`config.mk`:
```
export PLATFORM = sky130hd
export DESIGN_NAME = cfa_ctrl
export DESIGN_NICKNAME = d
export VERILOG_FILES = /design/src/design/cfa_pkg.sv /design/src/design/cfa_ctrl.sv
export SDC_FILE = /design/constraint.sdc
export NUM_CORES = 1
export LEC_CHECK = 0
export ABC_CLOCK_PERIOD_IN_PS = 2500
export BUFFER_PORTS_ARGS = -buffer_cell sky130_fd_sc_hd__buf_2
export CAP_MARGIN = 40
export CELL_PAD_IN_SITES_DETAIL_PLACEMENT = 1
export CELL_PAD_IN_SITES_GLOBAL_PLACEMENT = 1
export CORE_MARGIN = 8
export CORE_UTILIZATION = 35
export CTS_CLUSTER_DIAMETER = 200
export DETAILED_ROUTE_END_ITERATION = 7
export MAX_ROUTING_LAYER = met4
export PLACE_DENSITY_LB_ADDON = 0.1
export SETUP_SLACK_MARGIN = 0.15
export SYNTH_ARGS = -nofsm -noshare
export SYNTH_HDL_FRONTEND = slang
export SYNTH_SLANG_ARGS = --single-unit
```
`constraint.sdc`:
```
create_clock -name clk_i -period 2.5 [get_ports clk_i]
set_input_delay 0.375 -clock clk_i [delete_from_list [all_inputs] [get_ports clk_i]]
set_output_delay 0.375 -clock clk_i [all_outputs]
set_load 0.02 [all_outputs]
```
`src/design/cfa_pkg.sv`:
```
// Package: shared types, constants and helper functions of the contact force allocator.
`default_nettype none

package cfa_pkg;

  // Default configuration
  localparam int unsigned LEG_COUNT_DEF   = 6;
  localparam int unsigned SOLVE_STEPS_DEF = 80;

  // Field widths
  localparam int unsigned F_W       = 32;  // force, Q24.8
  localparam int unsigned ARM_W     = 12;  // lever arm, cm
  localparam int unsigned RATIO_W   = 16;  // ratio, Q2.14
  localparam int unsigned BLEND_W   = 17;  // blend, Q1.16
  localparam int unsigned LEG_NUM_W = 3;

  // Datapath widths, sized for the largest leg count (16)
  localparam int unsigned SUMF_W = 38;
  localparam int unsigned SUMR_W = 53;
  localparam int unsigned RES_W  = 41;
  localparam int unsigned PROD_W = 57;
  localparam int unsigned DOT_W  = 44;
  localparam int unsigned NEWF_W = 46;
  localparam int unsigned BPRD_W = 52;
  localparam int unsigned NIB_CNT = DOT_W / 4;  // digits of the divide by 40

  // Constants
  localparam int unsigned BLEND_ONE  = 65536;
  localparam int unsigned STEP_DIV   = 40;        // step gain 0.025
  localparam int unsigned STEP_BIAS  = STEP_DIV - 1;
  localparam int unsigned RECIP_125  = 34359739;  // ceil(2^32 / 125)
  localparam int unsigned ROUND_BIAS = 62;
  localparam int unsigned RECIP_5    = 205;       // ~2^10 / 5
  localparam int unsigned RATIO_SH   = 14;
  localparam int unsigned BLEND_SH   = 16;

  typedef struct packed {
    logic signed [ARM_W-1:0] arm_x;
    logic signed [ARM_W-1:0] arm_y;
    logic                    in_contact;
    logic [F_W-1:0]          demand_lift;
    logic signed [F_W-1:0]   demand_roll;
    logic signed [F_W-1:0]   demand_pitch;
    logic [BLEND_W-1:0]      blend;
    logic                    last_leg;
  } in_item_t;

  typedef struct packed {
    logic [LEG_NUM_W-1:0] leg_number;
    logic [F_W-1:0]       support_force;
    logic                 last;
  } out_item_t;

  typedef struct packed {
    logic accept;
    logic acc_en;
    logic res_en;
    logic mul_en;
    logic dot_en;
    logic div_en;
    logic upd_en;
    logic bmul_en;
    logic bout_en;
  } cmd_t;

  typedef struct packed {
    logic contact;
    logic in_last;
    logic out_free;
  } sts_t;

  // round(cm * 16384 / 500), saturated to the ratio range
  function automatic logic signed [RATIO_W-1:0] make_ratio(input logic signed [ARM_W:0] cm);
    logic [ARM_W:0]            mag;
    logic [24:0]               v;
    logic [49:0]               p;
    logic [17:0]               q;
    logic signed [RATIO_W-1:0] r;
    mag = cm[ARM_W] ? (ARM_W+1)'(-cm) : (ARM_W+1)'(cm);
    v   = {mag, 12'd0} + 25'(ROUND_BIAS);
    p   = 50'(v) * 50'(RECIP_125);
    q   = p[49:32];
    if (cm[ARM_W]) begin
      r = (q >= 18'h08000) ? 16'sh8000 : -$signed(RATIO_W'(q));
    end else begin
      r = (q > 18'h07fff) ? 16'sh7fff : $signed(RATIO_W'(q));
    end
    return r;
  endfunction

endpackage

`default_nettype wire

```
`src/design/cfa_ctrl.sv`:
```
// Controller: sequences leg intake, solve passes, blending and result output.
`default_nettype none

module cfa_ctrl #(
  parameter int unsigned LEG_COUNT   = 6,
  parameter int unsigned SOLVE_STEPS = 80,
  parameter int unsigned IDX_W       = 3
) (
  input  wire logic          clk_i,
  input  wire logic          rst_ni,
  input  wire logic          in_valid_i,
  output logic               in_ready_o,
  input  wire cfa_pkg::sts_t sts_i,
  output cfa_pkg::cmd_t      cmd_o,
  output logic [IDX_W-1:0]   leg_o
);
  import cfa_pkg::*;

  localparam int unsigned STEP_W  = $clog2(SOLVE_STEPS + 1);
  localparam int unsigned DIGIT_W = $clog2(NIB_CNT);

  typedef enum logic [8:0] {
    ST_IDLE = 9'b000000001,
    ST_ACC  = 9'b000000010,
    ST_RES  = 9'b000000100,
    ST_MUL  = 9'b000001000,
    ST_DOT  = 9'b000010000,
    ST_DIV  = 9'b000100000,
    ST_UPD  = 9'b001000000,
    ST_BMUL = 9'b010000000,
    ST_BOUT = 9'b100000000
  } state_e;

  state_e             state_q, state_d;
  logic [IDX_W-1:0]   leg_q, leg_d;
  logic [STEP_W-1:0]  step_q, step_d;
  logic [DIGIT_W-1:0] digit_q, digit_d;
  logic               leg_end, step_end;

  assign leg_end  = (leg_q == IDX_W'(LEG_COUNT - 1));
  assign step_end = (step_q == STEP_W'(SOLVE_STEPS - 1));

  always_comb begin
    state_d    = state_q;
    leg_d      = leg_q;
    step_d     = step_q;
    digit_d    = digit_q;
    cmd_o      = '0;
    in_ready_o = 1'b0;
    unique case (state_q)
      ST_IDLE: begin
        in_ready_o = 1'b1;
        if (in_valid_i) begin
          cmd_o.accept = 1'b1;
          if (sts_i.in_last) begin
            leg_d   = '0;
            step_d  = '0;
            state_d = ST_ACC;
          end
        end
      end
      ST_ACC: begin
        cmd_o.acc_en = 1'b1;
        if (leg_end) begin
          leg_d   = '0;
          state_d = ST_RES;
        end else begin
          leg_d = leg_q + 1'b1;
        end
      end
      ST_RES: begin
        cmd_o.res_en = 1'b1;
        state_d      = ST_MUL;
      end
      ST_MUL, ST_UPD: begin
        if (state_q == ST_MUL && sts_i.contact) begin
          cmd_o.mul_en = 1'b1;
          state_d      = ST_DOT;
        end else begin
          cmd_o.upd_en = (state_q == ST_UPD);
          if (leg_end) begin
            leg_d = '0;
            if (step_end) begin
              state_d = ST_BMUL;
            end else begin
              step_d  = step_q + 1'b1;
              state_d = ST_ACC;
            end
          end else begin
            leg_d   = leg_q + 1'b1;
            state_d = ST_MUL;
          end
        end
      end
      ST_DOT: begin
        cmd_o.dot_en = 1'b1;
        digit_d      = '0;
        state_d      = ST_DIV;
      end
      ST_DIV: begin
        cmd_o.div_en = 1'b1;
        digit_d      = digit_q + 1'b1;
        if (digit_q == DIGIT_W'(NIB_CNT - 1)) begin
          state_d = ST_UPD;
        end
      end
      ST_BMUL: begin
        cmd_o.bmul_en = 1'b1;
        state_d       = ST_BOUT;
      end
      ST_BOUT: begin
        if (sts_i.out_free) begin
          cmd_o.bout_en = 1'b1;
          if (leg_end) begin
            leg_d   = '0;
            state_d = ST_IDLE;
          end else begin
            leg_d   = leg_q + 1'b1;
            state_d = ST_BMUL;
          end
        end
      end
      default: begin
        state_d = ST_IDLE;
      end
    endcase
  end

  always_ff @(posedge clk_i or negedge rst_ni) begin
    if (!rst_ni) begin
      state_q <= ST_IDLE;
      leg_q   <= '0;
      step_q  <= '0;
      digit_q <= '0;
    end else begin
      state_q <= state_d;
      leg_q   <= leg_d;
      step_q  <= step_d;
      digit_q <= digit_d;
    end
  end

  assign leg_o = leg_q;

`ifndef SYNTHESIS
  a_leg_range: assert property (@(posedge clk_i) disable iff (!rst_ni)
    leg_q <= IDX_W'(LEG_COUNT - 1))
    else $error("leg index out of range");
  a_step_range: assert property (@(posedge clk_i) disable iff (!rst_ni)
    step_q <= STEP_W'(SOLVE_STEPS - 1))
    else $error("solve step out of range");
  a_upd_after_div: assert property (@(posedge clk_i) disable iff (!rst_ni)
    state_q == ST_UPD |-> $past(state_q) == ST_DIV && $past(digit_q) == DIGIT_W'(NIB_CNT - 1))
    else $error("update without full divide");
  a_out_slot_free: assert property (@(posedge clk_i) disable iff (!rst_ni)
    cmd_o.bout_en |-> sts_i.out_free)
    else $error("result loaded over a pending one");
`endif

endmodule

`default_nettype wire

```
# Word-level counts from Yosys, hierarchy flattened
# Index checks and enable logic that the tools add are counted.
# totals
regBits	23
latch_bits	0
mem_bits_ro	0
elab_cells	72
out_inout_bits	13
input_bits	6
mem_count	0
ram_bits	0
# classes
n_div	0
mul	0
order_cmp	0
add_sub_neg	3
muxes	37
n_shift	0
n_eq_ne	20
bitwise	0
n_reduce_logical	8
# ops
cell	n
9-bit case mux with 8 select lines	1
9-bit 2-to-1 mux	7
7-bit 2-to-1 mux	5
8-bit 2-to-1 mux	2
2-bit != test, second input constant	8
3-bit 2-to-1 mux	5
1-bit 2-to-1 mux	14
7-bit case mux with 2 select lines	1
3-bit case mux with 4 select lines	1
5-bit AND reduction	2
9-bit by 1-bit equality test with 1-bit output, second input constant	1
9-bit by 2-bit equality test with 1-bit output, second input constant	1
9-bit by 3-bit equality test with 1-bit output, second input constant	1
9-bit by 4-bit equality test with 1-bit output, second input constant	1
9-bit by 5-bit equality test with 1-bit output, second input constant	1
9-bit by 6-bit equality test with 1-bit output, second input constant	1
9-bit by 7-bit equality test with 1-bit output, second input constant	1
9-bit by 8-bit equality test with 1-bit output, second input constant	1
9-bit equality test, second input constant	1
4-bit case mux with 2 select lines	1
7-bit by 1-bit adder with 7-bit output, second input constant	1
7-bit equality test, second input constant	1
6-bit AND reduction	1
4-bit by 1-bit adder with 4-bit output, second input constant	1
other kinds (7)	8

# Longest topological paths before layout
# Gate-level depths: netlist of run 1.
# logic_depth
ltp_word	5
mapped_depth	7

# Worst setup path after synthesis of run 1
# No wires, ideal clock.
# synth_timing
kind	register -> output
startpoint	register state_q[1]
endpoint	output cmd_o[4] (netlist name)
stages_incl_launch_ff	6
path_slack_ps	195
t_arrival_ps	1930
path_cell_list	dfrtp_1 buf_6 or4_4 buf_6 or4_4 nor3b_2
# synth_lines
item	line_no	rtl
start: declaration	cfa_ctrl.sv:34	state_e state_q, state_d;
start signal: assignment	cfa_ctrl.sv:136	state_q <= state_d;
end: declaration	cfa_ctrl.sv:14	output cfa_pkg::cmd_t cmd_o,

==> impl_metrics.env, run 1 <==
export IMPL_place_congestion=0.8610
export IMPL_die_w_um=82.72
export IMPL_num_fill_cells=545
export IMPL_cts_root_buffer="clkbuf_8"
export IMPL_routedWlPerCell_um=18.58
export IMPL_yosysWarnings=0
export IMPL_cts_tree="done"
export IMPL_syn_area_um2=1558
export IMPL_dpl_hpwl_um=3344
export IMPL_num_rows=24
export IMPL_swShare_pct=40.13
export IMPL_vias_per_cell=5.723
export IMPL_wl_um=4700
export IMPL_n_antenna_cell=0
export IMPL_period_share_pct=98.09
export IMPL_reg2reg_slack_ps=50
export IMPL_combPwrFrac_pct=44.5
export IMPL_crit_top_cell="or4_4"
export IMPL_worst_pin_slew_ps=548.3
export IMPL_vias=1448
export IMPL_synth_seq_area_share_pct=37.03
export IMPL_crit_chain="or4_4, or4_4, nor3b_4, buf_4"
export IMPL_area_growth_pct=18.07
export IMPL_final_nets=211
export IMPL_synthesis_nets=182
export IMPL_vdd_drop_max_mv=0.4509
export IMPL_clockPowerShare_pct=19.7
export IMPL_clockBufferDepth=2
export IMPL_grt_overflow=0
export IMPL_p_switching_mw=0.4966
export IMPL_power_density_nw_per_um2=672.8
export IMPL_holdWs_ps=82.89
export IMPL_arrival_ps=2080
export IMPL_worstPathRequired_ps=2120
export IMPL_antenna_found_initial=0
export IMPL_start_util_pct=36.02
export IMPL_min_path_type="input pin to async pin"
export IMPL_ys_flop_type="dfrtp_1"
export IMPL_cp_end_kind="primary output"
export IMPL_h_tree_depth=1
export IMPL_seqPwrFrac_pct=35.8
export IMPL_ys_ff_latch=23
export IMPL_synth_cell_types=54
export IMPL_die_y_um=82.72
export IMPL_ctsHoldBuffers=0
export IMPL_instances_no_fill=253
export IMPL_start_kind="register"
export IMPL_relSlewSlack_pct=63.44
export IMPL_dp_cells=238
export IMPL_cts_buffers=3
export IMPL_max_freq_mhz=407.8
export IMPL_core_area_um2=4324
export IMPL_final_cell_area_um2=1839
export IMPL_die_area_um2=6842
export IMPL_design_portCount=19
export IMPL_io_buffers=18
export IMPL_initialDrtViolationCount=77
export IMPL_setup_viol=0
export IMPL_synth_edf_count=0
export IMPL_hold_violations=0
export IMPL_grt_pass1_vias=1541
export IMPL_grt_usage_pct=14.72
export IMPL_finClkSkew_ps=4.179
export IMPL_cap_viol_max_count=0
export IMPL_rsz0062_at_grt="true"
export IMPL_async_flop_share_pct=100.0
export IMPL_netlist_instances=173
export IMPL_clock_latency_ps=270
export IMPL_syn_avg_cell_area_um2=9.004
export IMPL_internal_power_mw=0.7409
export IMPL_leakagePower_nw=0.9031
export IMPL_grt_pass1_wl_um=7659
export IMPL_finalMaxSlewViolations=0
export IMPL_slowest_delay_ps=520
export IMPL_ant_nets=0
export IMPL_drive_above_1_share_pct=27.86
export IMPL_clk_pin_slew_ps=90
export IMPL_status="finished clean"
export IMPL_critPathMaxFanout=4
export IMPL_grt_max_degree=24
export IMPL_crit_type="register to primary output"
export IMPL_drc_errors=0
export IMPL_drtPass1Iterations=4
export IMPL_dpl_cell_area_um2=1684
export IMPL_crit_path_top_delay_cell="or4_4"
export IMPL_period_needed_ps=2452
export IMPL_cts_sinks=23
==> kinds of logic (layout without fill, tap and decap cells) <==
kind of cell,after synthesis,count (layout),share of synthesized area (%)
AO/OA/AOI/OAI,42,42,18.96
XOR/XNOR,4,4,2.249
adder cells (fa/ha/maj),3,3,2.410
AND/OR/NAND/NOR,81,81,31.16
buffers and inverters,16,44,5.462
flip-flops,23,23,37.03
multiplexers,4,4,2.731
==> routing by layer <==
layer	GRT usage, %	share of wire (%)	wire length [um]	vias to the layer above
met5	-	0	0	-
met4	4.138	1.3	61	0
met3	1.732	2.2	103	6
met2	23.62	47	2201	30
met1	19.00	50	2333	719
li1	-	-	-	693
==> critical path, delay by kind of cell (launching register included) <==
kind	cells	cell delay (ps)
AND/OR/NAND/NOR	3	1210
buffers and inverters	1	180
flip-flops	1	420
==> state kept, by name, indices dropped and copies added (netlist names) <==
register  flops
state_q       9
leg_o         3
step_q        7
digit_q       4
==> cell usage after synthesis (5+ instances only) <==
master / n / share of area [%]
o31ai_1: 6 / 2.9
nand3_1: 8 / 2.6
nand2_1: 20 / 4.8
nor2_1: 10 / 2.4
nor3_1: 6 / 1.9
inv_1: 7 / 1.7
o21ai_0: 8 / 2.6
nor3b_1: 5 / 2.4
dfrtp_1: 22 / 35
==> repair_timing <==
action / in CTS / in global routing
resized for setup: 4 / 5
pin swaps: 2 / 1
cloned: 0 / 0
hold endpoints to repair: 0 / 0
buffers inserted: 11 / 0
endpoints found under the setup margin: 5 / 8
==> layout make-up <==
type	count	area, um2	share of cell area [%]
repair buffers	33	205.2	11.16
inverters	7	26.28	1.429
flip-flops and latches	23	580.6	31.56
well taps	52	65.06	3.537
clock inverters	1	5.005	0.2721
multi-input cells	134	915.9	49.80
clock buffers	3	41.29	2.245
==> placed cells by master, fill, tap and decap left out, drive strengths merged, types with 2 or more instances in the layout <==
| cell type | instances |
|---|---|
| mux2i | 2 |
| o21ai | 11 |
| and3 | 2 |
| dfrtp | 22 |
| nor4 | 3 |
| or3 | 3 |
| ha | 3 |
| and2 | 2 |
| nor3 | 8 |
| inv | 7 |
| o22ai | 2 |
| a21o | 3 |
| clkbuf | 3 |
| or4 | 5 |
| nand2 | 20 |
| o2bb2ai | 2 |
| xor2 | 3 |
| nand3b | 3 |
| nor2 | 10 |
| mux2 | 2 |
| nor2b | 2 |
| nand3 | 8 |
| nand2b | 2 |
| nor3b | 6 |
| o31ai | 6 |
| buf | 33 |
| o21bai | 3 |
| a21oi | 3 |
| and4 | 2 |
| a22o | 3 |
==> through the flow <==
step	power [mW]	setup WS, ps	utilization [%]	TNS, ps
6_report	1.237	47.74	42.53	0
5_1_grt	1.318	-20.53	42.53	-20.53
4_1_cts	1.229	53.37	42.19	0
3_5_place_dp	0.9369	210.1	38.95	0
3_3_place_gp	0.9211	267.4	38.95	0
2_1_floorplan	0.8429	195.2	-	0
==> path summary, 6_finish.rpt <==
check                                        from                endpoint  cells after the start
setup / recovery           state_q[1]$_DFFE_PN0P_                cmd_o[4]                      4
hold / removal                             rst_ni  digit_q[0]$_DFFE_PN0P_                      1
setup reg to reg           state_q[1]$_DFFE_PN0P_  state_q[5]$_DFFE_PN0P_                     11
hold reg to reg             step_q[2]$_DFFE_PN0P_   step_q[2]$_DFFE_PN0P_                      1
max in group asynchronous                  rst_ni  state_q[3]$_DFFE_PN0P_                      1
min in group clk_i                       sts_i[0]  state_q[8]$_DFFE_PN0P_                      3
==> power groups by stage <==
| stage | logic, mW | registers (mW) | clock network [mW] |
|---|---|---|---|
| floorplan | 0.400 | 0.443 | 0 |
| detailed placement | 0.464 | 0.473 | 0 |
| global placement | 0.455 | 0.466 | 0 |
| CTS | 0.536 | 0.440 | 0.253 |
| finish | 0.551 | 0.443 | 0.244 |
| global route | 0.603 | 0.447 | 0.268 |
Note: power is estimated with default switching activity, not from simulation.
==> run 2, diff against run 1 <==
==> constraint.sdc (replaced) <==
create_clock -name clk_i -period 2.5 [get_ports clk_i]
set_input_delay 0.25 -clock clk_i [delete_from_list [all_inputs] [get_ports clk_i]]
set_output_delay 0.25 -clock clk_i [all_outputs]
set_load 0.02 [all_outputs]
==> impl_metrics.env, run 2 (synthesis gave the netlist of run 1 again) <==
export IMPL_clk_pin_slew_ps=90
export IMPL_grt_overflow=0
export IMPL_final_cell_mix="nand2_1 (20), dfrtp_1 (18), buf_2 (17)"
export IMPL_period_share_pct=92.51
export IMPL_worst_pin_slew_ps=686.3
export IMPL_io_buffers=18
export IMPL_antenna_found_initial=0
export IMPL_top_regs="state_q x9, step_q x7, digit_q x4"
export IMPL_rsz0062_at_grt="true"
export IMPL_grt_pass1_wl_um=7569
export IMPL_vias=1436
export IMPL_cp_end_kind="primary output"
export IMPL_area_growth_pct=14.54
export IMPL_seqPwrFrac_pct=36.6
export IMPL_die_area_um2=6842
export IMPL_dpl_hpwl_um=3436
export IMPL_cts_root_buffer="clkbuf_8"
export IMPL_vias_per_cell=5.814
export IMPL_largest_reg_flops=9
export IMPL_min_path_type="input pin to register"
export IMPL_place_congestion=0.8289
export IMPL_start_kind="register"
export IMPL_clockBufferDepth=2
export IMPL_cts_tree="done"
export IMPL_grt_pass1_vias=1454
export IMPL_cts_sinks=23
export IMPL_finalMaxSlewViolations=0
export IMPL_top_register="state_q"
export IMPL_initialDrtViolationCount=91
export IMPL_final_cell_area_um2=1784
export IMPL_worstPathRequired_ps=2250
export IMPL_design_portCount=19
export IMPL_arrival_ps=2060
export IMPL_swShare_pct=39.89
export IMPL_total_power_mw=1.243
export IMPL_setup_viol=0
export IMPL_grt_max_degree=24
export IMPL_power_density_nw_per_um2=696.5
export IMPL_cts_buffers=3
export IMPL_start_util_pct=36.02
export IMPL_post_place_ws_ps=326.5
export IMPL_ant_nets=0
export IMPL_status="finished clean"
export IMPL_drc_errors=0
export IMPL_drive_above_1_share_pct=25.64
export IMPL_core_area_um2=4324
export IMPL_die_y_um=82.72
export IMPL_holdWs_ps=279.9
export IMPL_internal_power_mw=0.7470
export IMPL_hold_violations=0
export IMPL_wl_um=4503
export IMPL_finalSetupTns_ps=0
export IMPL_max_freq_mhz=432.4
export IMPL_vdd_drop_max_mv=0.3980
export IMPL_critPathMaxFanout=7
export IMPL_combPwrFrac_pct=43.7
export IMPL_num_rows=24
export IMPL_die_w_um=82.72
export IMPL_relSlewSlack_pct=53.76
export IMPL_crit_type="register to primary output"
export IMPL_cap_viol_max_count=0
export IMPL_p_switching_mw=0.4957
export IMPL_finClkSkew_ps=4.560
export IMPL_routedWlPerCell_um=18.23
export IMPL_h_tree_depth=1
export IMPL_final_nets=205
export IMPL_num_fill_cells=521
export IMPL_finalWorstSetupSlack_ps=187.1
export IMPL_final_common_cell="nand2_1"
export IMPL_leakagePower_nw=0.8703
export IMPL_dpl_cell_area_um2=1684
export IMPL_drtPass1Iterations=4
export IMPL_n_antenna_cell=0
export IMPL_grt_usage_pct=14.63
export IMPL_clockPowerShare_pct=19.6
export IMPL_clock_latency_ps=270
export IMPL_period_needed_ps=2313
-- run 2: final timing paths --
check,from,endpoint,slack (ps),cells after the start
setup / recovery,state_q[0]$_DFFE_PN1P_,cmd_o[4],190,4
hold / removal,sts_i[0],state_q[8]$_DFFE_PN0P_,280,3
setup reg to reg,state_q[1]$_DFFE_PN0P_,step_q[6]$_DFFE_PN0P_,350,6
hold reg to reg,step_q[2]$_DFFE_PN0P_,step_q[2]$_DFFE_PN0P_,520,1
max in group asynchronous,rst_ni,state_q[4]$_DFFE_PN0P_,1590,2
min in group asynchronous,rst_ni,digit_q[1]$_DFFE_PN0P_,510,2
-- run 2: metal layers --
layer	vias up	part of all wire (%)	track usage, %
li1	682	-	-
met1	724	51	20.91
met2	26	45	21.76
met3	4	3.6	1.623
met4	0	0.64	2.586
met5	-	0	-
-- run 2: final cells by class --
| cell class | count | area (um2) | area share (%) |
|---|---|---|---|
| clock inverter | 1 | 5.005 | 0.2805 |
| sequential | 23 | 581.8 | 32.61 |
| clock buffer | 3 | 41.29 | 2.314 |
| tap | 52 | 65.06 | 3.647 |
| inverter | 7 | 26.28 | 1.473 |
| multi-input combinational | 134 | 902.1 | 50.56 |
| timing repair buffer | 27 | 162.7 | 9.116 |
-- run 2: worst max-delay path: stages, from the launching register on --
cell,delay (ps)
dfstp_2,420
or4_4,550
or4_4,460
nor3b_2,190
buf_4,170
-- run 2: what timing repair did --
item                                    in CTS  in global routing
setup buffers                                2                  2
pin swaps                                    1                  0
hold buffers                                 1                  0
endpoints found under the setup margin       1                  8
resized for setup                            2                  4
hold endpoints to repair                    22                  0
gates cloned                                 0                  0
-- run 2: power by group through the flow --
| stage | Combinational (mW) | Clock, mW | Sequential [mW] |
|---|---|---|---|
| 2_1_floorplan | 0.400 | 0 | 0.443 |
| 3_3_place_gp | 0.452 | 0 | 0.470 |
| 3_5_place_dp | 0.467 | 0 | 0.475 |
| 4_1_cts | 0.508 | 0.251 | 0.459 |
| 5_1_grt | 0.594 | 0.266 | 0.460 |
| 6_report | 0.543 | 0.244 | 0.455 |
-- run 2: per-stage QoR --
stage	util, %	cells
global placement	38.95	238
detailed placement	38.95	238
floorplan	-	173
global route	41.26	247
finish	41.26	247
CTS	40.68	245
